--- src/rtl/core/udp_port_packet_classifier_core_assert.svh ---
// Assertion macros shared by the UDP port classifier core.
`ifndef UDP_PORT_PACKET_CLASSIFIER_CORE_ASSERT_SVH
`define UDP_PORT_PACKET_CLASSIFIER_CORE_ASSERT_SVH

// Same-cycle implication, disabled during reset.
`define UPC_ASSERT_IMPL(lbl, clk, rst, ante, cons, msg) \
   lbl: assert property (@(posedge clk) disable iff (rst) (ante) |-> (cons)) \
      else $error(msg);

// Next-cycle implication, disabled during reset.
`define UPC_ASSERT_NEXT(lbl, clk, rst, ante, cons, msg) \
   lbl: assert property (@(posedge clk) disable iff (rst) (ante) |=> (cons)) \
      else $error(msg);

`endif

--- src/rtl/core/upc_pkg.sv ---
// Types and constants of the UDP port classifier core.
`default_nettype none

package upc_pkg;

   typedef struct packed {
      logic [7:0] data_byte;
      logic       last_byte;
      logic [5:0] queue_index;
   } req_payload_type;

   typedef struct packed {
      logic       redirect;
      logic [5:0] target_queue;
   } rsp_payload_type;

   // One parse step: a buffered request that moves into the parser this cycle.
   typedef struct packed {
      logic            fire;
      req_payload_type item;
   } step_type;

   typedef enum logic [5:0] {
      PH_ETH  = 6'b000001,
      PH_TAG  = 6'b000010,
      PH_IPV4 = 6'b000100,
      PH_IPV6 = 6'b001000,
      PH_UDP  = 6'b010000,
      PH_DONE = 6'b100000
   } phase_type;

   localparam logic [15:0] FEED_PORT_RESET = 16'd5000;
   localparam logic [15:0] TPID_CTAG       = 16'h8100;
   localparam logic [15:0] TPID_STAG       = 16'h88A8;
   localparam logic [15:0] ETYPE_IPV4      = 16'h0800;
   localparam logic [15:0] ETYPE_IPV6      = 16'h86DD;
   localparam logic [7:0]  PROTO_UDP       = 8'd17;

   localparam logic [7:0]  ETH_TYPE_HI_OFF = 8'd12;
   localparam logic [7:0]  ETH_TYPE_LO_OFF = 8'd13;
   localparam logic [7:0]  ETH_HDR_LEN     = 8'd14;
   localparam logic [7:0]  TAG_TYPE_HI_REL = 8'd2;
   localparam logic [7:0]  TAG_TYPE_LO_REL = 8'd3;
   localparam logic [7:0]  IPV4_IHL_REL    = 8'd0;
   localparam logic [7:0]  IPV4_PROTO_REL  = 8'd9;
   localparam logic [7:0]  IPV4_MIN_END    = 8'd19;
   localparam logic [5:0]  IPV4_MIN_HLEN   = 6'd20;
   localparam logic [7:0]  IPV6_NEXT_REL   = 8'd6;
   localparam logic [7:0]  IPV6_LAST_REL   = 8'd39;
   localparam logic [7:0]  UDP_DPORT_HI    = 8'd2;
   localparam logic [7:0]  UDP_DPORT_LO    = 8'd3;
   localparam logic [7:0]  UDP_LAST_REL    = 8'd7;
   localparam logic [7:0]  OFFSET_MAX      = 8'hFF;

endpackage

`default_nettype wire

--- src/rtl/core/upc_in_stage.sv ---
// Input register of the classifier: holds one request until the parser takes it.
`default_nettype none

module upc_in_stage (
   input  wire logic                     clock,
   input  wire logic                     reset,
   input  wire logic                     req_valid,
   input  wire upc_pkg::req_payload_type req_data,
   output logic                          req_stall,
   input  wire logic                     advance,
   output logic                          buf_valid,
   output upc_pkg::req_payload_type      buf_data
);

   logic                     valid_ff, valid_in;
   upc_pkg::req_payload_type data_ff;
   logic                     accept;

   assign req_stall = valid_ff && !advance;
   assign accept    = req_valid && !req_stall;

   always_comb begin
      valid_in = valid_ff;
      if (accept) begin
         valid_in = 1'b1;
      end else if (advance) begin
         valid_in = 1'b0;
      end
   end

   always_ff @(posedge clock) begin
      if (reset) begin
         valid_ff <= 1'b0;
      end else begin
         valid_ff <= valid_in;
      end
   end

   always_ff @(posedge clock) begin
      if (accept) begin
         data_ff <= req_data;
      end
   end

   assign buf_valid = valid_ff;
   assign buf_data  = data_ff;

endmodule

`default_nettype wire

--- src/rtl/core/upc_parser.sv ---
// Per-byte header parser: frame state, port register and verdict logic.
`default_nettype none

`include "udp_port_packet_classifier_core_assert.svh"

module upc_parser #(
   parameter int MAX_VLAN_TAGS = 2,
   parameter int QUEUE_COUNT   = 64
) (
   input  wire logic                     clock,
   input  wire logic                     reset,
   input  wire logic                     csr_write,
   input  wire logic [15:0]              csr_data,
   input  wire upc_pkg::step_type        step,
   output upc_pkg::rsp_payload_type      verdict
);

   logic [15:0]        feed_port_ff;
   logic [7:0]         off_ff, off_in;
   upc_pkg::phase_type phase_ff, phase_in;
   logic [15:0]        et_ff, et_in;
   logic [1:0]         tags_ff, tags_in;
   logic [7:0]         hs_ff, hs_in;
   logic [5:0]         ihl_ff, ihl_in;
   logic               pm_ff, pm_in;
   logic               rej_ff, rej_in;

   logic [7:0] b;
   logic [7:0] rel;
   logic [7:0] off_plus;
   logic       et_done;
   logic [7:0] dispatch_start;
   logic       queue_ok;

   assign b        = step.item.data_byte;
   assign rel      = off_ff - hs_ff;
   assign off_plus = off_ff + 8'd1;
   assign queue_ok = 32'(step.item.queue_index) < QUEUE_COUNT;

   always_comb begin
      phase_in       = phase_ff;
      et_in          = et_ff;
      tags_in        = tags_ff;
      hs_in          = hs_ff;
      ihl_in         = ihl_ff;
      pm_in          = pm_ff;
      rej_in         = rej_ff;
      et_done        = 1'b0;
      dispatch_start = upc_pkg::ETH_HDR_LEN;

      if (!rej_ff) begin
         unique case (phase_ff)
            upc_pkg::PH_ETH: begin
               if (off_ff == upc_pkg::ETH_TYPE_HI_OFF) begin
                  et_in = {b, 8'h00};
               end else if (off_ff == upc_pkg::ETH_TYPE_LO_OFF) begin
                  et_in   = {et_ff[15:8], b};
                  et_done = 1'b1;
               end
            end
            upc_pkg::PH_TAG: begin
               if (rel == upc_pkg::TAG_TYPE_HI_REL) begin
                  et_in = {b, 8'h00};
               end else if (rel == upc_pkg::TAG_TYPE_LO_REL) begin
                  et_in          = {et_ff[15:8], b};
                  et_done        = 1'b1;
                  dispatch_start = off_plus;
               end
            end
            upc_pkg::PH_IPV4: begin
               if (rel == upc_pkg::IPV4_IHL_REL) begin
                  ihl_in = {b[3:0], 2'b00};
                  if ({b[3:0], 2'b00} < upc_pkg::IPV4_MIN_HLEN) begin
                     rej_in = 1'b1;
                  end
               end else if (rel == upc_pkg::IPV4_PROTO_REL) begin
                  if (b != upc_pkg::PROTO_UDP) begin
                     rej_in = 1'b1;
                  end
               end else if (rel >= upc_pkg::IPV4_MIN_END &&
                            ({1'b0, rel} + 9'd1) == {3'b000, ihl_ff}) begin
                  phase_in = upc_pkg::PH_UDP;
                  hs_in    = off_plus;
               end
            end
            upc_pkg::PH_IPV6: begin
               if (rel == upc_pkg::IPV6_NEXT_REL) begin
                  if (b != upc_pkg::PROTO_UDP) begin
                     rej_in = 1'b1;
                  end
               end else if (rel == upc_pkg::IPV6_LAST_REL) begin
                  phase_in = upc_pkg::PH_UDP;
                  hs_in    = off_plus;
               end
            end
            upc_pkg::PH_UDP: begin
               if (rel == upc_pkg::UDP_DPORT_HI) begin
                  pm_in = (b == feed_port_ff[15:8]);
               end else if (rel == upc_pkg::UDP_DPORT_LO) begin
                  pm_in = pm_ff && (b == feed_port_ff[7:0]);
               end else if (rel == upc_pkg::UDP_LAST_REL) begin
                  phase_in = upc_pkg::PH_DONE;
               end
            end
            upc_pkg::PH_DONE: begin
            end
            default: begin
            end
         endcase

         // type field complete: another tag, an IP header, or reject
         if (et_done) begin
            if (et_in == upc_pkg::TPID_CTAG || et_in == upc_pkg::TPID_STAG) begin
               if (32'(tags_ff) < MAX_VLAN_TAGS) begin
                  tags_in  = tags_ff + 2'd1;
                  phase_in = upc_pkg::PH_TAG;
                  hs_in    = dispatch_start;
               end else begin
                  rej_in = 1'b1;
               end
            end else if (et_in == upc_pkg::ETYPE_IPV4) begin
               phase_in = upc_pkg::PH_IPV4;
               hs_in    = dispatch_start;
            end else if (et_in == upc_pkg::ETYPE_IPV6) begin
               phase_in = upc_pkg::PH_IPV6;
               hs_in    = dispatch_start;
            end else begin
               rej_in = 1'b1;
            end
         end
      end

      off_in = (off_ff == upc_pkg::OFFSET_MAX) ? off_ff : off_plus;

      verdict.redirect     = !rej_in && (phase_in == upc_pkg::PH_DONE) && pm_in && queue_ok;
      verdict.target_queue = verdict.redirect ? step.item.queue_index : 6'd0;
   end

   always_ff @(posedge clock) begin
      if (reset) begin
         feed_port_ff <= upc_pkg::FEED_PORT_RESET;
      end else if (csr_write) begin
         feed_port_ff <= csr_data;
      end
   end

   always_ff @(posedge clock) begin
      if (reset) begin
         off_ff   <= 8'd0;
         phase_ff <= upc_pkg::PH_ETH;
         et_ff    <= 16'd0;
         tags_ff  <= 2'd0;
         hs_ff    <= 8'd0;
         ihl_ff   <= 6'd0;
         pm_ff    <= 1'b0;
         rej_ff   <= 1'b0;
      end else if (step.fire) begin
         if (step.item.last_byte) begin
            off_ff   <= 8'd0;
            phase_ff <= upc_pkg::PH_ETH;
            et_ff    <= 16'd0;
            tags_ff  <= 2'd0;
            hs_ff    <= 8'd0;
            ihl_ff   <= 6'd0;
            pm_ff    <= 1'b0;
            rej_ff   <= 1'b0;
         end else begin
            off_ff   <= off_in;
            phase_ff <= phase_in;
            et_ff    <= et_in;
            tags_ff  <= tags_in;
            hs_ff    <= hs_in;
            ihl_ff   <= ihl_in;
            pm_ff    <= pm_in;
            rej_ff   <= rej_in;
         end
      end
   end

   `UPC_ASSERT_IMPL(a_tag_bound, clock, reset, 1'b1, 32'(tags_ff) <= MAX_VLAN_TAGS,
                    "tag count over limit")
   `UPC_ASSERT_NEXT(a_frame_clear, clock, reset, step.fire && step.item.last_byte,
                    off_ff == 8'd0 && phase_ff == upc_pkg::PH_ETH && !rej_ff,
                    "frame state not cleared after last byte")

endmodule

`default_nettype wire

--- src/rtl/core/upc_rsp_stage.sv ---
// Result register: holds one verdict until the receiver takes it.
`default_nettype none

module upc_rsp_stage (
   input  wire logic                     clock,
   input  wire logic                     reset,
   input  wire logic                     load,
   input  wire upc_pkg::rsp_payload_type load_data,
   output logic                          rsp_valid,
   output upc_pkg::rsp_payload_type      rsp_data,
   input  wire logic                     rsp_stall
);

   logic                     valid_ff, valid_in;
   upc_pkg::rsp_payload_type data_ff;

   always_comb begin
      valid_in = valid_ff;
      if (load) begin
         valid_in = 1'b1;
      end else if (!rsp_stall) begin
         valid_in = 1'b0;
      end
   end

   always_ff @(posedge clock) begin
      if (reset) begin
         valid_ff <= 1'b0;
      end else begin
         valid_ff <= valid_in;
      end
   end

   always_ff @(posedge clock) begin
      if (load) begin
         data_ff <= load_data;
      end
   end

   assign rsp_valid = valid_ff;
   assign rsp_data  = data_ff;

endmodule

`default_nettype wire

--- src/rtl/core/udp_port_packet_classifier_core.sv ---
// Top level of the UDP port classifier core.
// Usage:
//   req channel: one frame byte per request with its last-byte mark and queue
//     number (req_valid / req_stall / req_data).
//   rsp channel: one verdict per frame, sent for the last byte: redirect and
//     target queue, target queue zero on pass (rsp_valid / rsp_stall / rsp_data).
//   csr channel: write of the UDP destination port to redirect; always ready,
//     write only while no frame byte is in flight.
// Path: input register, then parse logic, then the result register that drives rsp.
// Throughput: one byte per cycle unless a last byte waits on a held verdict;
//   each byte's parse step is constant logic between the two registers.
// Reset: clears the frame parser to the Ethernet header, empties both
//   registers, and loads port 5000.
// Stall: with a verdict waiting under rsp_stall, non-last bytes keep flowing;
//   a buffered last byte waits and req_stall rises until the verdict is taken.
`default_nettype none

`include "udp_port_packet_classifier_core_assert.svh"

module udp_port_packet_classifier_core #(
   parameter int MAX_VLAN_TAGS = 2,
   parameter int QUEUE_COUNT   = 64
) (
   input  wire logic                     clock,
   input  wire logic                     reset,
   input  wire logic                     req_valid,
   output logic                          req_stall,
   input  wire upc_pkg::req_payload_type req_data,
   output logic                          rsp_valid,
   input  wire logic                     rsp_stall,
   output upc_pkg::rsp_payload_type      rsp_data,
   input  wire logic                     csr_valid,
   output logic                          csr_ready,
   input  wire logic [15:0]              csr_data
);

   logic                     buf_valid;
   upc_pkg::req_payload_type buf_data;
   logic                     advance;
   upc_pkg::step_type        step;
   upc_pkg::rsp_payload_type verdict;

   assign csr_ready = 1'b1;

   // a last byte needs a free result register
   assign advance = buf_valid && !(buf_data.last_byte && rsp_valid && rsp_stall);

   assign step.fire = advance;
   assign step.item = buf_data;

   upc_in_stage u_in (
      .clock     (clock),
      .reset     (reset),
      .req_valid (req_valid),
      .req_data  (req_data),
      .req_stall (req_stall),
      .advance   (advance),
      .buf_valid (buf_valid),
      .buf_data  (buf_data)
   );

   upc_parser #(
      .MAX_VLAN_TAGS (MAX_VLAN_TAGS),
      .QUEUE_COUNT   (QUEUE_COUNT)
   ) u_parser (
      .clock     (clock),
      .reset     (reset),
      .csr_write (csr_valid && csr_ready),
      .csr_data  (csr_data),
      .step      (step),
      .verdict   (verdict)
   );

   upc_rsp_stage u_rsp (
      .clock     (clock),
      .reset     (reset),
      .load      (advance && buf_data.last_byte),
      .load_data (verdict),
      .rsp_valid (rsp_valid),
      .rsp_data  (rsp_data),
      .rsp_stall (rsp_stall)
   );

   `UPC_ASSERT_IMPL(a_pass_zero_queue, clock, reset, rsp_valid && !rsp_data.redirect, rsp_data.target_queue == 6'd0, "pass verdict with nonzero queue")
   `UPC_ASSERT_IMPL(a_stall_cause, clock, reset, req_stall, buf_valid && buf_data.last_byte && rsp_valid && rsp_stall, "request stalled without a blocked verdict")
   `UPC_ASSERT_NEXT(a_verdict_loaded, clock, reset, advance && buf_data.last_byte, rsp_valid, "verdict lost after last byte")

endmodule

`default_nettype wire

--- config.mk ---
export PLATFORM = sky130hd
export DESIGN_NAME = udp_port_packet_classifier_core
export DESIGN_NICKNAME = d
export VERILOG_FILES = /design/src/rtl/core/upc_pkg.sv /design/src/rtl/core/upc_in_stage.sv /design/src/rtl/core/upc_parser.sv /design/src/rtl/core/upc_rsp_stage.sv /design/src/rtl/core/udp_port_packet_classifier_core.sv
export VERILOG_INCLUDE_DIRS = /design/src /design/src/rtl/core
export SDC_FILE = /design/constraint.sdc
export NUM_CORES = 1
export LEC_CHECK = 0
export ABC_AREA = 1
export BUFFER_PORTS_ARGS = -buffer_cell sky130_fd_sc_hd__buf_2
export CORE_ASPECT_RATIO = 1.5
export CORE_MARGIN = 5
export CORE_UTILIZATION = 61
export DETAILED_ROUTE_END_ITERATION = 10
export PLACE_DENSITY = 0.79
export SYNTH_ARGS = -nofsm -noshare
export SYNTH_HDL_FRONTEND = slang
export SYNTH_HIERARCHICAL = 1
export SYNTH_SLANG_ARGS = --single-unit
--- constraint.sdc ---
create_clock -name clock -period 4.9 [get_ports clock]
set_input_delay 0.735 -clock clock [delete_from_list [all_inputs] [get_ports clock]]
set_output_delay 0.735 -clock clock [all_outputs]
set_load 0.02 [all_outputs]
==> impl_metrics.toml, run 1 <==
[min_path]
hold_class = "flip-flop to flip-flop"

[critical_path]
crit_chain = "inv_1 -> ha_1 -> fa_1 -> inv_1 -> nand2_1 -> nand2_1 -> nand2_1 -> nand2_1 -> nand3_2 -> nor2_4 -> nand2_2 -> nand2_1 -> nand3_2 -> a21oi_1 -> nand2_1 -> nor2_1 -> nand3_1 -> nand2_1 -> nor2_1 -> nand2_1 -> nand3_1 -> o21ai_1 -> nand3_4 -> nor3_2"
cpMostUsedCell = "nand2_1"
crit_slowest_cell = "fa_1"
worstSetupStartpointType = "flip-flop"
reg2reg_to = "u_rsp/rsp_data[1]$_DFFE_PP_"
crit_cells = 24
path_class = "flip-flop to flip-flop"
r2r_cells = 24
critical_path.top_delay_family = "simple AND/OR/NAND/NOR gates"
critPathBufInv = 2
worstPathRequired_ps = 5090
timing.rr.start = "u_parser/off_ff[0]$_SDFFE_PP0P_"
cp.arrival_ps = 4430
crit_fanout = 13
endpoint = "u_rsp/rsp_data[1]$_DFFE_PP_"
startpoint = "u_parser/off_ff[0]$_SDFFE_PP0P_"
r2r_slack_ps = 660
cp_slowest_stage_delay_ps = 430
worst_setup_path_end_kind = "flip-flop"

[grt]
top_usage_layer = "met2"
grt_pass1_vias = 5893
grtUsageMet3_pct = 4.35
antenna_found_initial = 0
grt_pass1_wl_um = 28000
grtUsageTotal_pct = 28.3
use_met2_pct = 50.9
grt_max_degree = 43
grtUsageMet1_pct = 32.4
overflow = 0

[final_layout]
nets = 1025
diodes = 0
design_area_um2 = 6780
areaGrowthSynthToFinish_pct = 9.15
drive_gt1_share_pct = 14.6
fillers = 956

[timing]
fin_crit_ps = 4240
slew_headroom_pct = 22.0
setup_violations = 0
timing.fmax_mhz = 236
tightest_slew_ps = 1170
slew_viol_final = 0
finalClockSkew_ps = 8.49
rsz0062_at_grt = "false"
hold_viol_final = 0
post-route-period-util_pct = 86.5
finalSetupTns_ps = 0

[drt]
post-route-drc-count = 0
wire_per_inst_um = 15.7
via_count = 6303
dr.pass1.iters = 5
ant_nets = 0
avgViaCountPerCell = 5.73
drtIter0Drc = 491
totalWireLength_um = 17200

[floorplan]
die-area_um2 = 12300
die_h_um = 134
start_util_pct = 62.0
die_x_um = 92.4
coreArea_um2 = 10000
num_rows = 45
io_pins = 46

[synth]
ys_seq_area_share_pct = 31.3
syn_area_um2 = 6210
syn_nets = 994
synth_seq_cells = 86
ys_types = 52
avgSynthCellArea_um2 = 6.56
syn_inst = 947
yosysWarnings = 6

[clocking]
holdBufCountCts = 0
insertion_delay_ps = 340
h-tree-depth = 3
cts_setup_buffers = 0
cts-root-buf = "clkbuf_16"
numCtsBuffers = 9
cts.sinks = 86
cts_tree = "yes"
cts_buffer_depth = 2
cts_resized = 0
clk_pin_slew_ps = 70

[flow_run]
maxCapViolCount = 0

[place]
hpwl_um = 13000
numPortBuffers = 44
gp_congestion = 0.980
place_area_um2 = 6480

[run_status]
outcome = "finished clean"

[power_and_ir_drop]
p_leak_nw = 2.99
powerDensity_nw_per_um2 = 246
vdd_drop_max_v = 0.000234
registers in the layout, indices dropped and copies added, names as in the netlist:
signal                 count
u_parser/et_ff            16
u_parser/feed_port_ff     16
u_in/buf_data             15
u_parser/hs_ff             8
u_parser/off_ff            8
u_rsp/rsp_data             7
u_parser/phase_ff          6
u_parser/ihl_ff            4
u_parser/tags_ff           2
u_in/buf_valid             1
u_parser/pm_ff             1
u_parser/rej_ff            1
u_rsp/rsp_valid            1
cell usage in the layout (no fill, tap or decap), types with 3 or more instances in the layout:
master     instances
a21oi_1           66
a31oi_1            3
buf_2             44
buf_4              3
clkbuf_16          9
clkinv_1           3
dfxtp_1           64
edfxtp_1          22
ha_1              10
inv_1            110
inv_2             10
nand2_1          253
nand2_2           14
nand2_4            4
nand3_1           75
nand3_2           13
nand3_4            3
nand3b_1           4
nand4_1           12
nor2_1            98
nor2_2             7
nor2_4             7
nor3_1            11
nor3_2             6
nor4_1             5
o21a_1             4
o21ai_0           58
o21ai_1            7
o21bai_1           3
or2_2              6
xnor2_1           11
xor2_1             6
cell families (layout without fill, tap and decap cells):
logic type | after synthesis | count (layout) | share of synthesized area [%]
AOI/OAI and AO/OA | 155 | 155 | 13.5
xor gates and xnor gates | 18 | 18 | 2.66
adders and majority gates | 11 | 11 | 2.34
buffers and inverters | 152 | 188 | 9.55
DFF | 86 | 86 | 31.3
other | 1 | 1 | 0.0604
and+or+nand+nor | 524 | 524 | 40.6
how the worst min path moves through the flow:
stage,slack (ps),endpoint,start,cells past startpoint
global route,490,u_parser/et_ff[0]$_SDFFE_PP0P_,u_parser/et_ff[0]$_SDFFE_PP0P_,2
global placement,450,u_parser/ihl_ff[5]$_SDFFE_PP0P_,u_parser/ihl_ff[5]$_SDFFE_PP0P_,2
CTS,470,u_parser/et_ff[11]$_SDFFE_PP0P_,u_parser/et_ff[11]$_SDFFE_PP0P_,2
floorplan,440,u_parser/feed_port_ff[9]$_SDFFE_PP1P_,u_parser/feed_port_ff[9]$_SDFFE_PP1P_,2
detailed placement,460,u_parser/et_ff[0]$_SDFFE_PP0P_,u_parser/et_ff[0]$_SDFFE_PP0P_,2
finish,470,u_parser/et_ff[9]$_SDFFE_PP0P_,u_parser/et_ff[9]$_SDFFE_PP0P_,2
cell usage after synthesis, drive strengths merged:
| master | number | area, um2 |
|---|---|---|
| o21ai | 66 | 334 |
| nor2 | 114 | 531 |
| a21oi | 67 | 339 |
| nand2 | 271 | 1080 |
| nor4 | 6 | 52.6 |
| o211ai | 1 | 7.51 |
| dfxtp | 64 | 1280 |
| edfxtp | 22 | 661 |
| a211oi | 2 | 15.0 |
| a221oi | 1 | 8.76 |
| o21a | 4 | 30.0 |
| o22ai | 2 | 12.5 |
| xnor2 | 11 | 96.3 |
| nand3b | 4 | 30.0 |
| o2111ai | 1 | 8.76 |
| xor2 | 7 | 68.8 |
| a32oi | 1 | 8.76 |
| nand4 | 14 | 109 |
| conb | 1 | 3.75 |
| buf | 8 | 47.5 |
| clkinv | 3 | 11.3 |
| inv | 122 | 463 |
| nor3 | 17 | 115 |
| ha | 10 | 125 |
| fa | 1 | 20.0 |
| o21bai | 3 | 22.5 |
| a31oi | 3 | 18.8 |
| clkbuf | 19 | 71.3 |
| nand3 | 91 | 558 |
| a2bb2oi | 1 | 8.76 |
| a22oi | 1 | 7.51 |
| or2 | 7 | 46.3 |
| o31ai | 2 | 15.0 |
per-stage QoR:
step / hold WS (ps) / cells / utilization (%) / power [W] / setup WS, ps
floorplan: 443 / 947 / - / 0.000935 / 1480
global placement: 453 / 1084 / 64.7 / 0.000993 / 818
detailed placement: 459 / 1084 / 64.7 / 0.000996 / 746
CTS: 470 / 1100 / 67.6 / 0.00167 / 706
global route: 490 / 1100 / 67.6 / 0.00174 / 200
finish: 467 / 1100 / 67.6 / 0.00166 / 662
report_power, final:
group	switching, W	internal [W]	total, W
Clock	0.000322	0.000360	0.000682
Combinational	0.000138	0.0000653	0.000203
Sequential	0.0000258	0.000754	0.000779
Total	0.000485	0.00118	0.00166
metal layers:
| metal | vias up | wire, um | share of wire [%] |
|---|---|---|---|
| li1 | 3130 | - | - |
| met1 | 2887 | 6630 | 38 |
| met2 | 231 | 8920 | 52 |
| met3 | 55 | 999 | 5.8 |
| met4 | 0 | 678 | 3.9 |
| met5 | - | 0 | 0 |
tightest hold or removal path: stages (launching register included):
cell,delay (ps)
dfxtp_1,310
nand2_1,60
a21oi_1,50
layout make-up:
class	instances	area (um2)	area share, %
clock inverter	7	72.6	1.07
inverter	125	474	7.00
tap	117	146	2.16
sequential	86	1940	28.7
timing repair buffer	47	243	3.58
multi-input combinational	709	3670	54.2
clock buffer	9	225	3.32
Power figures use the tool's default switching activity.
==> run 2: changes to the inputs <==
--- a/config.mk
+++ b/config.mk
@@ -10,9 +10,9 @@
 export BUFFER_PORTS_ARGS = -buffer_cell sky130_fd_sc_hd__buf_2
 export CORE_ASPECT_RATIO = 1.5
 export CORE_MARGIN = 5
-export CORE_UTILIZATION = 61
+export CORE_UTILIZATION = 50
 export DETAILED_ROUTE_END_ITERATION = 10
-export PLACE_DENSITY = 0.79
+export PLACE_DENSITY = 0.66
 export SYNTH_ARGS = -nofsm -noshare
 export SYNTH_HDL_FRONTEND = slang
 export SYNTH_HIERARCHICAL = 1
==> run 2 against run 1 <==
Effect of this change: critical path type unchanged; sequential share of layout area decreased by 0.34 points; core utilization decreased by 12 points; maximum frequency increased by 0.34%; setup slack improved by 14 ps; clock power increased by 1%; die area increased by 20%; via count decreased by 2.0%; power increased by 0.48%.
==> impl_metrics.toml, run 2 (synthesis results as in run 1) <==
[timing]
hold_viol_final = 0
fin_crit_ps = 4220
rsz0062_at_grt = "false"
finalClockSkew_ps = 11.2
setup_violations = 0
post-route-period-util_pct = 86.2
hold_ws_ps = 466
slew_headroom_pct = 40.8
tightest_slew_ps = 885
slew_viol_final = 0
finalSetupTns_ps = 0
timing.fmax_mhz = 237

[power_and_ir_drop]
p_leak_nw = 3.00
pwr-share-comb_pct = 12.2
clkPwrFrac_pct = 41.3
switching_share_pct = 29.3
pwr-share-seq_pct = 46.5
vdd_drop_max_v = 0.000240
p_total_w = 0.00167
power.internal_w = 0.00118
switchingPower_w = 0.000491
powerDensity_nw_per_um2 = 244

[grt]
grt_pass1_vias = 5719
overflow = 0
antenna_found_initial = 0
grt_pass1_wl_um = 28200
grtUsageTotal_pct = 23.9
grt_max_degree = 43

[final_layout]
final_cell_mix = "253 x nand2_1, 110 x inv_1, 98 x nor2_1, 74 x nand3_1, 66 x a21oi_1"
areaGrowthSynthToFinish_pct = 10.5
diodes = 0
final_common_cell = "nand2_1"
drive_gt1_share_pct = 15.0
design_area_um2 = 6860
nets = 1028

[floorplan]
coreArea_um2 = 12300
num_rows = 50
start_util_pct = 50.4
die_h_um = 146
die_x_um = 101
io_pins = 46
die-area_um2 = 14800

[critical_path]
cp.arrival_ps = 4520
worstPathRequired_ps = 5200
path_class = "flip-flop to flip-flop"
worstSetupStartpointType = "flip-flop"
worst_setup_path_end_kind = "flip-flop"
crit_fanout = 15

[clocking]
clk_pin_slew_ps = 70
cts_buffer_depth = 2
holdBufCountCts = 0
cts-root-buf = "clkbuf_16"
insertion_delay_ps = 350
cts_tree = "yes"
h-tree-depth = 3
numCtsBuffers = 9
cts.sinks = 86

[place]
gp_congestion = 0.935
place_area_um2 = 6550
numPortBuffers = 44
hpwl_um = 13500

[drt]
wire_per_inst_um = 15.3
drtIter0Drc = 369
ant_nets = 0
via_count = 6180
totalWireLength_um = 17500
post-route-drc-count = 0
avgViaCountPerCell = 5.41
dr.pass1.iters = 8

[run_status]
outcome = "finished clean"

[flow_run]
maxCapViolCount = 0

[min_path]
hold_class = "flip-flop to flip-flop"
[run 2: worst paths after layout]
path	from	to	slack, ps	cells past startpoint
setup / recovery	u_parser/off_ff[0]$_SDFFE_PP0P_	u_parser/hs_ff[1]$_SDFFE_PP0P_	680	20
hold reg to reg	u_parser/et_ff[14]$_SDFFE_PP0P_	u_parser/et_ff[14]$_SDFFE_PP0P_	470	2
setup reg to reg	u_parser/off_ff[0]$_SDFFE_PP0P_	u_parser/hs_ff[1]$_SDFFE_PP0P_	680	20
hold / removal	u_parser/et_ff[14]$_SDFFE_PP0P_	u_parser/et_ff[14]$_SDFFE_PP0P_	470	2
[run 2: per-layer routing]
metal	vias to the layer above	global-route usage (%)	routed length, um
met5	-	0	0
met4	0	10.4	669
met3	39	3.20	686
met2	170	42.9	9190
met1	2822	27.6	6910
li1	3149	-	-
[run 2: repair_timing]
item | CTS | global route
resized for setup | 0 | 2
endpoints found under the setup margin | 0 | 1
buffers inserted | 0 | 0
[run 2: layout make-up]
class / count / area (um2)
tap: 156 / 195
fill: 1251 / 5470
inverter: 125 / 474
sequential: 86 / 1940
clock inverter: 7 / 77.6
timing repair buffer: 50 / 265
clock buffer: 9 / 225
multi-input combinational: 709 / 3680
[run 2: metrics by stage]
| step | setup slack (ps) | util (%) | instances |
|---|---|---|---|
| final | 676 | 55.7 | 1142 |
| after global routing | 237 | 55.7 | 1142 |
| after CTS | 502 | 55.6 | 1142 |
| after detailed placement | 545 | 53.2 | 1126 |
| after global placement | 536 | 53.2 | 1126 |
| after floorplan | 1480 | - | 947 |
[run 2: worst max-delay path, stage by stage, from the launching register on]
cell	delay (ps)
dfxtp_1	410
inv_1	150
ha_1	250
fa_1	500
nor2_1	240
inv_1	190
nor2_1	210
inv_1	60
nor2_1	200
nand2_1	110
nand2_1	90
xor2_1	150
nand4_1	90
nand2_1	200
nand3_2	320
o21ai_0	400
nor2_1	70
o21ai_0	160
nand2_1	70
a21oi_1	150
o21a_1	120
[run 2: power groups by stage]
| stage | clock network (W) | logic, W | registers (W) |
|---|---|---|---|
| floorplan | 0 | 0.000150 | 0.000785 |
| global placement | 0 | 0.000203 | 0.000794 |
| detailed placement | 0 | 0.000203 | 0.000795 |
| CTS | 0.000707 | 0.000203 | 0.000778 |
| global route | 0.000741 | 0.000228 | 0.000781 |
| finish | 0.000690 | 0.000204 | 0.000778 |
